$ cat config.mk
export PLATFORM = sky130hd
export DESIGN_NAME = counter_based_random_streams_core
export DESIGN_NICKNAME = d
export VERILOG_FILES = /design/src/rtl/core/cbrs_pkg.sv /design/src/rtl/core/cbrs_front.sv /design/src/rtl/core/cbrs_mix.sv /design/src/rtl/core/cbrs_back.sv /design/src/rtl/core/counter_based_random_streams_core.sv
export SDC_FILE = /design/constraint.sdc
export NUM_CORES = 2
export LEC_CHECK = 0
export BUFFER_PORTS_ARGS = -buffer_cell sky130_fd_sc_hd__buf_4
export CAP_MARGIN = 20
export CORE_ASPECT_RATIO = 0.6
export CORE_MARGIN = 4
export CORE_UTILIZATION = 40
export CTS_CLUSTER_DIAMETER = 120
export DETAILED_ROUTE_END_ITERATION = 8
export PLACE_DENSITY = 0.57
export SLEW_MARGIN = 20
export SYNTH_ARGS = -nofsm -noshare
export SYNTH_HDL_FRONTEND = slang
export SYNTH_SLANG_ARGS = --single-unit
export TNS_END_PERCENT = 5
$ cat constraint.sdc
create_clock -name clk -period 19 [get_ports clk]
set_clock_uncertainty 0.05 [all_clocks]
set_input_delay 5.7 -clock clk [delete_from_list [all_inputs] [get_ports clk]]
set_output_delay 5.7 -clock clk [all_outputs]
set_load 0.1 [all_outputs]
$ cat src/rtl/core/cbrs_pkg.sv
`timescale 1ns / 1ps

package cbrs_pkg;

	// Payload widths fixed by the interface.
	localparam int IDX_W   = 3;
	localparam int THR_W   = 54;
	localparam int FRAC_W  = 53;
	localparam int SEED_W  = 64;
	localparam int ROOM_W  = 31;
	localparam int WORD_W  = 64;
	localparam int HALF_W  = WORD_W / 2;

	// Stream counter bank.
	localparam int STREAM_COUNT = 8;
	localparam int SEL_W        = (STREAM_COUNT > 1) ? $clog2(STREAM_COUNT) : 1;

	// Configuration port.
	localparam int CFG_IDX_W = 2;
	localparam logic [CFG_IDX_W-1:0] REG_SEED = 2'd0;
	localparam logic [CFG_IDX_W-1:0] REG_ROOM = 2'd1;

	// Finalizer constants.
	localparam logic [WORD_W-1:0] GOLDEN_STEP = 64'h9e3779b97f4a7c15;
	localparam logic [WORD_W-1:0] MUL_ONE     = 64'hbf58476d1ce4e5b9;
	localparam logic [WORD_W-1:0] MUL_TWO     = 64'h94d049bb133111eb;
	localparam logic [WORD_W-1:0] STREAM_BIAS = 64'h0000000100000000;
	localparam logic [WORD_W-1:0] COUNT_BIAS  = 64'h0000000200000000;
	localparam logic [THR_W-1:0]  THR_ONE     = 54'h20000000000000;

	// Queue between front and back.
	localparam int MID_DEPTH  = 2;
	localparam int MID_PTR_W  = 1;
	localparam int MID_FILL_W = 2;

	// Result queue.
	localparam int OUT_DEPTH  = 2;
	localparam int OUT_PTR_W  = 1;
	localparam int OUT_FILL_W = 2;

	// A classified request: saturated stream, counter value, saturated threshold.
	typedef struct packed {
		logic [IDX_W-1:0]  idx;
		logic [WORD_W-1:0] count;
		logic [THR_W-1:0]  thr;
	} mid_item_t;

	typedef struct packed {
		logic [FRAC_W-1:0] fraction;
		logic              hit;
	} result_t;

endpackage

$ cat src/rtl/core/cbrs_front.sv
`timescale 1ns / 1ps

module cbrs_front (
	input  logic                            clk,
	input  logic                            arst_n,
	input  logic                            push,
	output logic                            full,
	input  logic [cbrs_pkg::IDX_W-1:0]      stream_index,
	input  logic [cbrs_pkg::THR_W-1:0]      threshold,
	output logic                            mid_valid,
	output cbrs_pkg::mid_item_t             mid_item,
	input  logic                            mid_pop
);

	logic [cbrs_pkg::WORD_W-1:0]     cnt_q [cbrs_pkg::STREAM_COUNT];
	cbrs_pkg::mid_item_t             mem_q [cbrs_pkg::MID_DEPTH];
	logic [cbrs_pkg::MID_PTR_W-1:0]  wr_q;
	logic [cbrs_pkg::MID_PTR_W-1:0]  rd_q;
	logic [cbrs_pkg::MID_FILL_W-1:0] fill_q;

	logic                        accept;
	logic [cbrs_pkg::IDX_W-1:0]  idx_sat;
	logic [cbrs_pkg::SEL_W-1:0]  sel;
	logic [cbrs_pkg::THR_W-1:0]  thr_sat;
	cbrs_pkg::mid_item_t         new_item;

	assign full      = (fill_q == cbrs_pkg::MID_FILL_W'(cbrs_pkg::MID_DEPTH));
	assign mid_valid = (fill_q != '0);
	assign mid_item  = mem_q[rd_q];
	assign accept    = push && !full;

	// Out-of-range streams fold onto the last one; thresholds above one clip to one.
	always_comb begin
		if (32'(stream_index) >= cbrs_pkg::STREAM_COUNT) begin
			idx_sat = cbrs_pkg::IDX_W'(cbrs_pkg::STREAM_COUNT - 1);
		end else begin
			idx_sat = stream_index;
		end
		sel = cbrs_pkg::SEL_W'(idx_sat);
		if (threshold > cbrs_pkg::THR_ONE) begin
			thr_sat = cbrs_pkg::THR_ONE;
		end else begin
			thr_sat = threshold;
		end
		new_item.idx   = idx_sat;
		new_item.count = cnt_q[sel];
		new_item.thr   = thr_sat;
	end

	always_ff @(posedge clk or negedge arst_n) begin
		if (!arst_n) begin
			for (int i = 0; i < cbrs_pkg::STREAM_COUNT; i++) begin
				cnt_q[i] <= '0;
			end
			wr_q   <= '0;
			rd_q   <= '0;
			fill_q <= '0;
		end else begin
			if (accept) begin
				cnt_q[sel] <= cnt_q[sel] + cbrs_pkg::WORD_W'(1);
				wr_q       <= wr_q + cbrs_pkg::MID_PTR_W'(1);
			end
			if (mid_pop) begin
				rd_q <= rd_q + cbrs_pkg::MID_PTR_W'(1);
			end
			if (accept && !mid_pop) begin
				fill_q <= fill_q + cbrs_pkg::MID_FILL_W'(1);
			end else if (!accept && mid_pop) begin
				fill_q <= fill_q - cbrs_pkg::MID_FILL_W'(1);
			end
		end
	end

	always_ff @(posedge clk) begin
		if (accept) begin
			mem_q[wr_q] <= new_item;
		end
	end

endmodule

$ cat src/rtl/core/cbrs_mix.sv
`timescale 1ns / 1ps

module cbrs_mix (
	input  logic                        clk,
	input  logic                        arst_n,
	input  logic                        start,
	input  logic [cbrs_pkg::WORD_W-1:0] operand,
	output logic                        done,
	output logic [cbrs_pkg::WORD_W-1:0] result
);

	typedef enum logic [2:0] {
		M_IDLE = 3'b001,
		M_ONE  = 3'b010,
		M_TWO  = 3'b100
	} mix_state_t;

	localparam int PH_W = 2;
	localparam logic [PH_W-1:0] PH_LOLO = 2'd0;
	localparam logic [PH_W-1:0] PH_LOHI = 2'd1;
	localparam logic [PH_W-1:0] PH_HILO = 2'd2;

	mix_state_t                   state_q;
	logic [PH_W-1:0]              phase_q;
	logic                         done_q;
	logic [cbrs_pkg::WORD_W-1:0]  a_q;
	logic [cbrs_pkg::WORD_W-1:0]  acc_q;
	logic [cbrs_pkg::WORD_W-1:0]  res_q;

	logic [cbrs_pkg::WORD_W-1:0]  v_start;
	logic [cbrs_pkg::WORD_W-1:0]  kmul;
	logic [cbrs_pkg::HALF_W-1:0]  opa;
	logic [cbrs_pkg::HALF_W-1:0]  opb;
	logic [cbrs_pkg::WORD_W-1:0]  prod;
	logic [cbrs_pkg::WORD_W-1:0]  acc_next;

	assign done   = done_q;
	assign result = res_q;

	// The 64-bit product modulo 2^64 is built from three 32x32 partial products,
	// one per cycle: low*low, then the low halves of the two cross terms.
	always_comb begin
		v_start  = operand + cbrs_pkg::GOLDEN_STEP;
		kmul     = (state_q == M_TWO) ? cbrs_pkg::MUL_TWO : cbrs_pkg::MUL_ONE;
		opa      = (phase_q == PH_HILO) ? a_q[cbrs_pkg::WORD_W-1:cbrs_pkg::HALF_W]
		                                : a_q[cbrs_pkg::HALF_W-1:0];
		opb      = (phase_q == PH_LOHI) ? kmul[cbrs_pkg::WORD_W-1:cbrs_pkg::HALF_W]
		                                : kmul[cbrs_pkg::HALF_W-1:0];
		prod     = cbrs_pkg::WORD_W'(opa) * cbrs_pkg::WORD_W'(opb);
		if (phase_q == PH_LOLO) begin
			acc_next = prod;
		end else begin
			acc_next = acc_q + {prod[cbrs_pkg::HALF_W-1:0], cbrs_pkg::HALF_W'(0)};
		end
	end

	always_ff @(posedge clk or negedge arst_n) begin
		if (!arst_n) begin
			state_q <= M_IDLE;
			phase_q <= PH_LOLO;
			done_q  <= 1'b0;
		end else begin
			done_q <= 1'b0;
			unique case (state_q)
				M_IDLE: begin
					if (start) begin
						state_q <= M_ONE;
						phase_q <= PH_LOLO;
					end
				end
				M_ONE: begin
					if (phase_q == PH_HILO) begin
						state_q <= M_TWO;
						phase_q <= PH_LOLO;
					end else begin
						phase_q <= phase_q + PH_W'(1);
					end
				end
				M_TWO: begin
					if (phase_q == PH_HILO) begin
						state_q <= M_IDLE;
						phase_q <= PH_LOLO;
						done_q  <= 1'b1;
					end else begin
						phase_q <= phase_q + PH_W'(1);
					end
				end
				default: begin
					state_q <= M_IDLE;
					phase_q <= PH_LOLO;
				end
			endcase
		end
	end

	always_ff @(posedge clk) begin
		if (state_q == M_IDLE && start) begin
			a_q <= v_start ^ (v_start >> 30);
		end
		if (state_q == M_ONE || state_q == M_TWO) begin
			acc_q <= acc_next;
		end
		if (state_q == M_ONE && phase_q == PH_HILO) begin
			a_q <= acc_next ^ (acc_next >> 27);
		end
		if (state_q == M_TWO && phase_q == PH_HILO) begin
			res_q <= acc_next ^ (acc_next >> 31);
		end
	end

endmodule

$ cat src/rtl/core/cbrs_back.sv
`timescale 1ns / 1ps

module cbrs_back (
	input  logic                        clk,
	input  logic                        arst_n,
	input  logic [cbrs_pkg::SEED_W-1:0] seed,
	input  logic [cbrs_pkg::ROOM_W-1:0] room,
	input  logic                        mid_valid,
	input  cbrs_pkg::mid_item_t         mid_item,
	output logic                        mid_pop,
	output logic                        mix_start,
	output logic [cbrs_pkg::WORD_W-1:0] mix_operand,
	input  logic                        mix_done,
	input  logic [cbrs_pkg::WORD_W-1:0] mix_result,
	output logic                        empty,
	input  logic                        pop,
	output logic [cbrs_pkg::FRAC_W-1:0] fraction,
	output logic                        hit
);

	typedef enum logic [1:0] {
		B_IDLE = 2'b01,
		B_RUN  = 2'b10
	} back_state_t;

	// Which hash the shared finalizer is working on.
	localparam int JOB_W = 2;
	localparam logic [JOB_W-1:0] JOB_ROOM   = 2'd0;
	localparam logic [JOB_W-1:0] JOB_STREAM = 2'd1;
	localparam logic [JOB_W-1:0] JOB_COUNT  = 2'd2;
	localparam logic [JOB_W-1:0] JOB_FINAL  = 2'd3;

	back_state_t                      state_q;
	logic [JOB_W-1:0]                 job_q;
	cbrs_pkg::mid_item_t              item_q;
	logic [cbrs_pkg::WORD_W-1:0]      acc_q;

	cbrs_pkg::result_t                omem_q [cbrs_pkg::OUT_DEPTH];
	logic [cbrs_pkg::OUT_PTR_W-1:0]   owr_q;
	logic [cbrs_pkg::OUT_PTR_W-1:0]   ord_q;
	logic [cbrs_pkg::OUT_FILL_W-1:0]  ofill_q;

	logic                             out_full;
	logic                             push_res;
	logic                             take;
	logic [cbrs_pkg::WORD_W-1:0]      mixed;
	cbrs_pkg::result_t                new_res;

	assign out_full = (ofill_q == cbrs_pkg::OUT_FILL_W'(cbrs_pkg::OUT_DEPTH));
	assign empty    = (ofill_q == '0);
	assign take     = pop && !empty;
	assign fraction = omem_q[ord_q].fraction;
	assign hit      = omem_q[ord_q].hit;
	assign mixed    = acc_q ^ mix_result;

	always_comb begin
		new_res.fraction = mix_result[cbrs_pkg::WORD_W-1:cbrs_pkg::WORD_W-cbrs_pkg::FRAC_W];
		new_res.hit      = cbrs_pkg::THR_W'(new_res.fraction) < item_q.thr;
	end

	always_comb begin
		mid_pop     = 1'b0;
		mix_start   = 1'b0;
		mix_operand = cbrs_pkg::WORD_W'(room);
		push_res    = 1'b0;
		unique case (state_q)
			B_IDLE: begin
				// An item is only started when its result is sure to find room.
				if (mid_valid && !out_full) begin
					mid_pop   = 1'b1;
					mix_start = 1'b1;
				end
			end
			B_RUN: begin
				if (mix_done) begin
					unique case (job_q)
						JOB_ROOM: begin
							mix_start   = 1'b1;
							mix_operand = cbrs_pkg::WORD_W'(item_q.idx) + cbrs_pkg::STREAM_BIAS;
						end
						JOB_STREAM: begin
							mix_start   = 1'b1;
							mix_operand = item_q.count + cbrs_pkg::COUNT_BIAS;
						end
						JOB_COUNT: begin
							mix_start   = 1'b1;
							mix_operand = mixed;
						end
						JOB_FINAL: begin
							push_res = 1'b1;
						end
						default: begin
							push_res = 1'b0;
						end
					endcase
				end
			end
			default: begin
				mid_pop = 1'b0;
			end
		endcase
	end

	always_ff @(posedge clk or negedge arst_n) begin
		if (!arst_n) begin
			state_q <= B_IDLE;
			job_q   <= JOB_ROOM;
			owr_q   <= '0;
			ord_q   <= '0;
			ofill_q <= '0;
		end else begin
			unique case (state_q)
				B_IDLE: begin
					if (mid_pop) begin
						state_q <= B_RUN;
						job_q   <= JOB_ROOM;
					end
				end
				B_RUN: begin
					if (mix_done) begin
						job_q <= job_q + JOB_W'(1);
						if (job_q == JOB_FINAL) begin
							state_q <= B_IDLE;
						end
					end
				end
				default: begin
					state_q <= B_IDLE;
				end
			endcase
			if (push_res) begin
				owr_q <= owr_q + cbrs_pkg::OUT_PTR_W'(1);
			end
			if (take) begin
				ord_q <= ord_q + cbrs_pkg::OUT_PTR_W'(1);
			end
			if (push_res && !take) begin
				ofill_q <= ofill_q + cbrs_pkg::OUT_FILL_W'(1);
			end else if (!push_res && take) begin
				ofill_q <= ofill_q - cbrs_pkg::OUT_FILL_W'(1);
			end
		end
	end

	always_ff @(posedge clk) begin
		if (mid_pop) begin
			item_q <= mid_item;
			acc_q  <= seed;
		end else if (state_q == B_RUN && mix_done) begin
			acc_q <= mixed;
		end
		if (push_res) begin
			omem_q[owr_q] <= new_res;
		end
	end

endmodule

$ cat src/rtl/core/counter_based_random_streams_core.sv
// An item accepted while the back end is idle shows as a result (empty low) once the back
// end has run four finalizer passes through one shared 32x32 multiplier. The back end
// works on one item at a time; meanwhile the front queue can take up to two more.
// Reset (arst_n low, asynchronous): seed, room and all stream counters go to zero and
// both queues empty; the block is ready in the first cycle after reset is released.
`timescale 1ns / 1ps

module counter_based_random_streams_core (
	input  logic                           clk,
	input  logic                           arst_n,
	input  logic                           push,
	output logic                           full,
	input  logic [cbrs_pkg::IDX_W-1:0]     stream_index,
	input  logic [cbrs_pkg::THR_W-1:0]     threshold,
	output logic                           empty,
	input  logic                           pop,
	output logic [cbrs_pkg::FRAC_W-1:0]    fraction,
	output logic                           hit,
	input  logic                           cfg_we,
	input  logic [cbrs_pkg::CFG_IDX_W-1:0] cfg_index,
	input  logic [cbrs_pkg::SEED_W-1:0]    cfg_data
);

	// Configuration registers. Writes to indexes past the room register are dropped.
	logic [cbrs_pkg::SEED_W-1:0] seed_q;
	logic [cbrs_pkg::ROOM_W-1:0] room_q;

	always_ff @(posedge clk or negedge arst_n) begin
		if (!arst_n) begin
			seed_q <= '0;
			room_q <= '0;
		end else if (cfg_we) begin
			if (cfg_index == cbrs_pkg::REG_SEED) begin
				seed_q <= cfg_data;
			end else if (cfg_index == cbrs_pkg::REG_ROOM) begin
				room_q <= cfg_data[cbrs_pkg::ROOM_W-1:0];
			end
		end
	end

	// The front end takes each item, folds the stream index and threshold into range,
	// and post-increments that stream's counter on the spot. Since the counter value is
	// captured at accept time, the back end can lag behind without affecting the order
	// of draws within a stream.
	logic                 mid_valid;
	logic                 mid_pop;
	cbrs_pkg::mid_item_t  mid_item;

	cbrs_front u_front (
		.clk          (clk),
		.arst_n       (arst_n),
		.push         (push),
		.full         (full),
		.stream_index (stream_index),
		.threshold    (threshold),
		.mid_valid    (mid_valid),
		.mid_item     (mid_item),
		.mid_pop      (mid_pop)
	);

	// The back end sequences the shared finalizer over the room, the biased stream
	// index and the biased counter, XORs those hashes with the seed, and finalizes the
	// XOR once more. The top 53 bits of the last hash are the fraction, and the hit
	// flag compares it against the saturated threshold.
	logic                        mix_start;
	logic                        mix_done;
	logic [cbrs_pkg::WORD_W-1:0] mix_operand;
	logic [cbrs_pkg::WORD_W-1:0] mix_result;

	cbrs_mix u_mix (
		.clk     (clk),
		.arst_n  (arst_n),
		.start   (mix_start),
		.operand (mix_operand),
		.done    (mix_done),
		.result  (mix_result)
	);

	cbrs_back u_back (
		.clk         (clk),
		.arst_n      (arst_n),
		.seed        (seed_q),
		.room        (room_q),
		.mid_valid   (mid_valid),
		.mid_item    (mid_item),
		.mid_pop     (mid_pop),
		.mix_start   (mix_start),
		.mix_operand (mix_operand),
		.mix_done    (mix_done),
		.mix_result  (mix_result),
		.empty       (empty),
		.pop         (pop),
		.fraction    (fraction),
		.hit         (hit)
	);

endmodule

* Word level (Yosys, flattened, before mapping)
Memories as Yosys holds them, arrays and structs flattened. A register that Yosys moved wholly into a read port is not among the register bits.
Cells that the tools add are included.
W data, S select, Z words.
** Word-level totals
- RAM bits :: 350
- Input port bits :: 128
- Logic and storage cells :: 159
- Flip-flop bits (word level) :: 881
- Output and inout bits :: 56
- Memories kept :: 2
** Cells by class
- Multiply operators :: 1
- Add/subtract/negate cells :: 15
- $lt $le $gt $ge :: 4
- Equal/unequal tests :: 19
- Reduce and logical (&&, ||, !) cells :: 37
- Multiplexer cells :: 50
- Bitwise logic cells :: 6
** Memories
- u_front.mem_q :: words 2, width 121, rd ports 1, clocked after Yosys merged registers in 1, wr ports 1, line cbrs_front.sv:16 : cbrs_pkg::mid_item_t mem_q [cbrs_pkg::MID_DEPTH];
- u_back.omem_q :: words 2, width 54, rd ports 1, clocked after Yosys merged registers in 0, wr ports 1, line cbrs_back.sv:38 : cbrs_pkg::result_t omem_q [cbrs_pkg::OUT_DEPTH];
** Operator list (count)
- $mux W64 :: 10
- $bwmux W512 :: 1
- $bmux W64 S3 :: 1
- $demux W64 S3 :: 1
- $pmux W64 S3 :: 1
- $add A64 B1 Y64 const B :: 1
- $add A64 B34 Y64 const B :: 1
- $add A64 B64 Y64 :: 1
- $add A64 B64 Y64 const B :: 1
- $mul A32 B32 Y64 :: 1
- $mux W32 :: 2
- $xor A64 B33 Y64 :: 1
- $xor A64 B34 Y64 :: 1
- $xor A64 B37 Y64 :: 1
- $xor A64 B64 Y64 :: 1
- $mux W62 :: 1
- $gt A54 B54 Y1 const B :: 1
- $lt A53 B54 Y1 :: 1
- $mux W54 :: 1
- $add A3 B33 Y34 const B :: 1
- $mux W2 :: 11
- $mux W1 :: 13
- $eq A2 B2 Y1 const B :: 6
- $logic_and A1 B1 Y1 :: 12
- 25 further kinds :: 60

* Logic depth before layout (Yosys ltp)
- Depth after elaboration :: 8
- Depth in mapped cells :: 43
- Depth with buffers taken out :: 40

* Cells and area by module
A second synthesis with hierarchy kept.
** Unflattened totals
- Cell total of the unflattened synthesis :: 8331
- Area, all modules :: 94296.7 um^2
** By module, submodules not included
- cbrs_mix :: times used 1, sequential area each 5916.9 um^2, cells an instance 4240, area each 41484.8 um^2
- cbrs_front :: times used 1, sequential area each 20179.4 um^2, cells an instance 2778, area each 35165.0 um^2
- cbrs_back :: times used 1, sequential area each 8999.9 um^2, cells an instance 1111, area each 14014.7 um^2
- counter_based_random_streams_core :: times used 1, sequential area each 2377.3 um^2, cells an instance 202, area each 3632.2 um^2

* Least setup slack after synthesis
No wires, ideal clock.
- Path type :: input port to flip-flop
- From :: input push
- To :: memory u_front.mem_q[0][0] in the netlist's numbering (enable)
- Path slack :: 7.513 ns
- Cell stages on the path :: 2
- Data arrival time :: 10.834 ns
- Data required time :: 18.348 ns
- Buffers on the path :: 0
- Setup time :: 0.602 ns
- Cell sequence :: nand2_1 -> nor2_1
** On the way
- Longest elaborated chain between the ends :: 3
** Ends and longest elaborated chain
- start, declared :: line counter_based_random_streams_core.sv:11 : input logic push,
- $logic_and A1 B1 Y1 :: line cbrs_front.sv:30 : assign accept = push && !full;
- $mux W1 :: line cbrs_front.sv:75 : if (accept) begin
- $mux W1 (implied by the code) :: line cbrs_front.sv:76 : mem_q[wr_q] <= new_item;
- end, declared :: line cbrs_front.sv:16
Every way passes these cells.

* Worst setup path after layout
- From :: register u_mix.phase_q[0]
- To :: register u_mix.a_q[31] in the netlist's numbering (data pin)
** On the way
- Longest elaborated chain between the ends :: 7
- Elaborated cells on any way between the ends :: 11
- Classes of those cells :: 1 x add/sub; 1 x mul; 2 x eq/ne; 4 x mux; 1 x bitwise; 2 x reduce/logical
** Ends and longest elaborated chain
- start, declared :: line cbrs_mix.sv:24 : logic [PH_W-1:0] phase_q;
- start signal, assigned :: line cbrs_mix.sv:76 : phase_q <= phase_q + PH_W'(1);
- start signal, assigned :: line cbrs_mix.sv:85 : phase_q <= phase_q + PH_W'(1);
- $eq A2 B2 Y1 / $eq A2 B1 Y1 (equally long branches) :: line cbrs_mix.sv:45, cbrs_mix.sv:47
- $mux W32 (on tied branches) :: line cbrs_mix.sv:45, cbrs_mix.sv:47
- $mul A32 B32 Y64 :: line cbrs_mix.sv:49 : prod = cbrs_pkg::WORD_W'(opa) * cbrs_pkg::WORD_W'(opb);
- $add A64 B64 Y64 :: line cbrs_mix.sv:53 : acc_next = acc_q + {prod[cbrs_pkg::HALF_W-1:0], cbrs_pkg::HALF_W'(0)};
- $mux W64 (*) :: line cbrs_mix.sv:50 : if (phase_q == PH_LOLO) begin
- net u_mix.acc_next, one bit :: line cbrs_mix.sv:35 : logic [cbrs_pkg::WORD_W-1:0] acc_next;
- $xor A64 B37 Y64 (*) :: line cbrs_mix.sv:104 : a_q <= acc_next ^ (acc_next >> 27);
- $mux W64 (*) :: line cbrs_mix.sv:103 : if (state_q == M_ONE && phase_q == PH_HILO) begin
- end signal, assigned :: line cbrs_mix.sv:98 : a_q <= v_start ^ (v_start >> 30);
- end signal, assigned :: line cbrs_mix.sv:104
- end, declared :: line cbrs_mix.sv:26 : logic [cbrs_pkg::WORD_W-1:0] a_q;
The timed path passes the listed nets; every way through them passes the cells marked *.
A chain may end at the register's enable or synchronous reset.

==> summary.txt <==
Global routing
  – Vias in the first global route: 61700
  – Largest net degree at the start of global routing: a little under 90
  – Gr usage total: approximately 27%
  – First-pass GRT wire length: 467000 um
  – Overflow after GRT: 0
  – Initial antenna violation count: 25

Placement
  – Port buffer count: ~180
  – Detailed placement HPWL: roughly 250000 um
  – GP Congestion: 0.986

STA
  – Unrepaired setup endpoints after global routing: false
  – Final setup TNS: 0 ns
  – Worst-Margin Slew: roughly 1.2 ns
  – Fin. Hold Viols: 0
  – Slew Limit Fails: 0
  – Final Setup Violations: 0
  – Period utilization: around two thirds
  – Slew HR: a little under a fifth
  – Tmin final: around 12 ns
  – Max Clk Rate: between 80 and 90 MHz

Worst setup path
  – Worst EP arrival: about 13 ns
  – Critical path type: flop to flop
  – Worst stage delay on the critical path: about 1 ns
  – Critical path required time: 19.43 ns
  – Worst-path fanout max: 26
  – Crit path top cell by count: fa_1
  – CP startpoint kind: flop
  – Crit. End Element: flop
  – Slowest CP cell: nor4_1

Clock tree
  – Clk buf depth: 3
  – CTS sink cnt: 1352
  – Post CTS Setup Buffer Count: 0
  – Clock latency on the worst-skew pair: ~0.76 ns
  – CTS tree: done
  – CTS H-Tree Depth: 3
  – Hold buffers post-CTS: 0
  – Clock root cell: clkbuf_16
  – Clock transition at the registers of the reported paths: 0.08 ns
  – Post_cts resized: 0
  – Num CTS Buffers: 115

Routing
  – Pre-Repair DR Iteration Count: 6
  – DR iter-0 viols: approximately 8000
  – Vias per inst: 5.64
  – Final ANT Viol Nets: 0
  – Met1 Wirelength: ~160000 um
  – WL final: roughly 330000 um
  – Metal3 WL: approximately 46000 um
  – Drt drc: 0
  – Vias post-DR: 63300
  – Wire per inst: roughly 29 um
  – Top Layer Used: met5
  – Wire length on met2: ~120000 um

Cells and area
  – Syn-to-layout area delta: 9.75%
  – Layout cell share with drive strength beyond 1: approximately 17%
  – Most frequent cells in the layout: inv_1 (1074), fa_1 (827), edfxtp_1 (727)
  – Leading cell type in the layout, fill and taps excluded: inv_1
  – Net count, final: roughly 9400

Yosys
  – Yosys warning count: 0
  – #FFs+latches synth: roughly 1400
  – Post-synth ARST share: between 40 and 50%
  – Cell variety after synth: approximately 120
  – Post-synth EDFFs: a little over 700
  – Largest family of logic cells by synthesized area: adder cells
  – Post-synthesis adder-cell area fraction: between 20% and 30%
  – Sequential-to-total area share from yosys stat: between 40 and 50%
  – Xor/xnor share of the synthesized area: approximately 3.8%
  – Syn avg cell area: approximately 12 sq um
  – Mapped Cells: between 7000 and 8000
  – Synth Area in Compound Gates: 6.87%
  – Simple-Gate Fraction of Synth Area: 8.65%
  – Post-Synthesis Net Count: 9302
  – Synthesized area: roughly 93000 sq um
  – Prevailing post-synth register cell: edfxtp_1
  – Post-synthesis mux area share: around a tenth

Floorplanning
  – Die Span X: 630 um
  – Core ar.: between 200000 and 250000 sq um
  – Die ar.: roughly 240000 sq um
  – Chip Height: 381 um
  – Ports: between 150 and 200
  – Row Count: 136
  – Initial Utilization: approximately two fifths

Status
  – Status: completed

Worst hold path
  – Hold Crit Class: flop to flop

Flow run
  – Max cap viols: 0
[through the flow]
| step | instance area, sq um | setup WS (ns) | hold slack (ns) | util (%) | instances |
|---|---|---|---|---|---|
| after CTS | 102000 | 7.09 | 0.432 | 44.3 | 11200 |
| after floorplan | 92900 | 7.51 | 0.394 | - | 7919 |
| final | 102000 | 6.66 | 0.428 | 44.3 | 11200 |
| after global routing | 102000 | 6.32 | 0.441 | 44.3 | 11200 |
| after detailed placement | 97800 | 7.09 | 0.415 | 42.5 | 11000 |
| after global placement | 97700 | 7.17 | 0.406 | 42.5 | 11000 |
[layout make-up]
type,instances,area [sq um]
Antenna cell,9,22.5
Clock buffer,157,3260
Clock inverter,59,831
Fill cell,21300,128000
Inverter,1082,4060
Multi-Input combinational cell,5154,50000
Sequential cell,1352,37500
Tap cell,3105,3880
Timing Repair Buffer,306,2340
[cell usage after synthesis (18+ instances only)]
| master | instances | share of area [%] |
|---|---|---|
| o21ai_0 | 264 | 1.4 |
| buf_2 | 21 | 0.11 |
| nor4_1 | 27 | 0.18 |
| and3_1 | 30 | 0.20 |
| nand2_1 | 602 | 2.4 |
| and2_1 | 171 | 1.2 |
| mux4_2 | 53 | 1.3 |
| nor3_1 | 40 | 0.22 |
| buf_4 | 22 | 0.18 |
| nand3_1 | 69 | 0.37 |
| o22ai_1 | 37 | 0.25 |
| a22oi_1 | 37 | 0.30 |
| buf_1 | 26 | 0.11 |
| xnor2_1 | 253 | 2.4 |
| xor2_1 | 139 | 1.3 |
| a31oi_1 | 30 | 0.20 |
| o21bai_1 | 20 | 0.16 |
| nor2b_1 | 59 | 0.40 |
| edfxtp_1 | 727 | 24 |
| ha_1 | 428 | 5.8 |
| a22o_1 | 18 | 0.17 |
| or2_2 | 30 | 0.20 |
| nor2_1 | 391 | 1.6 |
| a221oi_1 | 51 | 0.48 |
| mux2i_1 | 102 | 1.1 |
| a21oi_1 | 228 | 1.2 |
| buf_6 | 18 | 0.22 |
| clkbuf_1 | 241 | 0.97 |
| mux2_2 | 678 | 8.2 |
| o31ai_1 | 23 | 0.19 |
| nand2b_1 | 98 | 0.66 |
| nand4_1 | 56 | 0.38 |
| fa_1 | 827 | 18 |
| a21o_1 | 83 | 0.67 |
| dfrtp_1 | 623 | 17 |
| inv_1 | 1076 | 4.3 |
| o21a_1 | 20 | 0.16 |
| o21ai_1 | 43 | 0.23 |
[sequential cells by signal, summed over array words and instances, names as in the netlist, 3 cells and up]
signal	count
u_front.cnt_q	512
u_front.mem_q	242
u_back.item_q	121
u_back.omem_q	108
seed_q	64
u_back.acc_q	64
u_mix.a_q	64
u_mix.acc_q	64
u_mix.result	64
room_q	31
u_mix.state_q	3
[critical path: cells and delay by family, from the launching register on]
kind            cells  cell delay (ns)
xor+xnor            1             0.25
flops               1             0.50
fa+ha+maj           9             4.47
compound gates      4             1.27
mux                 2             0.71
buf+inv             8             1.27
simple gates        7             3.46
[kinds of logic (layout without fill, tap and decap cells)]
| group | after synthesis | after routing |
|---|---|---|
| compound gates | 997 | 997 |
| other cells | 0 | 9 |
| buf+inv | 1413 | 1604 |
| mux | 839 | 839 |
| simple gates | 1665 | 1665 |
| flops | 1352 | 1352 |
| xor+xnor | 398 | 398 |
| fa+ha+maj | 1255 | 1255 |
[final timing paths]
check | end | slack (ns) | from | cells past startpoint
max | u_mix.a_q[31] | 6.66 | u_mix.phase_q[0] | 31
min | u_front.cnt_q[66] | 0.43 | u_front.cnt_q[66] | 2
max reg2reg | u_mix.a_q[31] | 6.66 | u_mix.phase_q[0] | 31
min reg2reg | u_front.cnt_q[66] | 0.43 | u_front.cnt_q[66] | 2
max in group asynchronous | u_front.cnt_q[406] | 11.68 | arst_n | 3
min in group asynchronous | seed_q[52] | 4.83 | arst_n | 1
[routing by layer]
metal | up-vias | track usage [%]
met5 | - | 0
met4 | 6 | 3.58
met3 | 261 | 10.4
met2 | 3351 | 33.1
met1 | 32800 | 44.4
li1 | 26900 | -
Power is left out: the tool's default activity adds up to more than one toggle a clock period on the data nets, which glitch-free logic cannot reach.
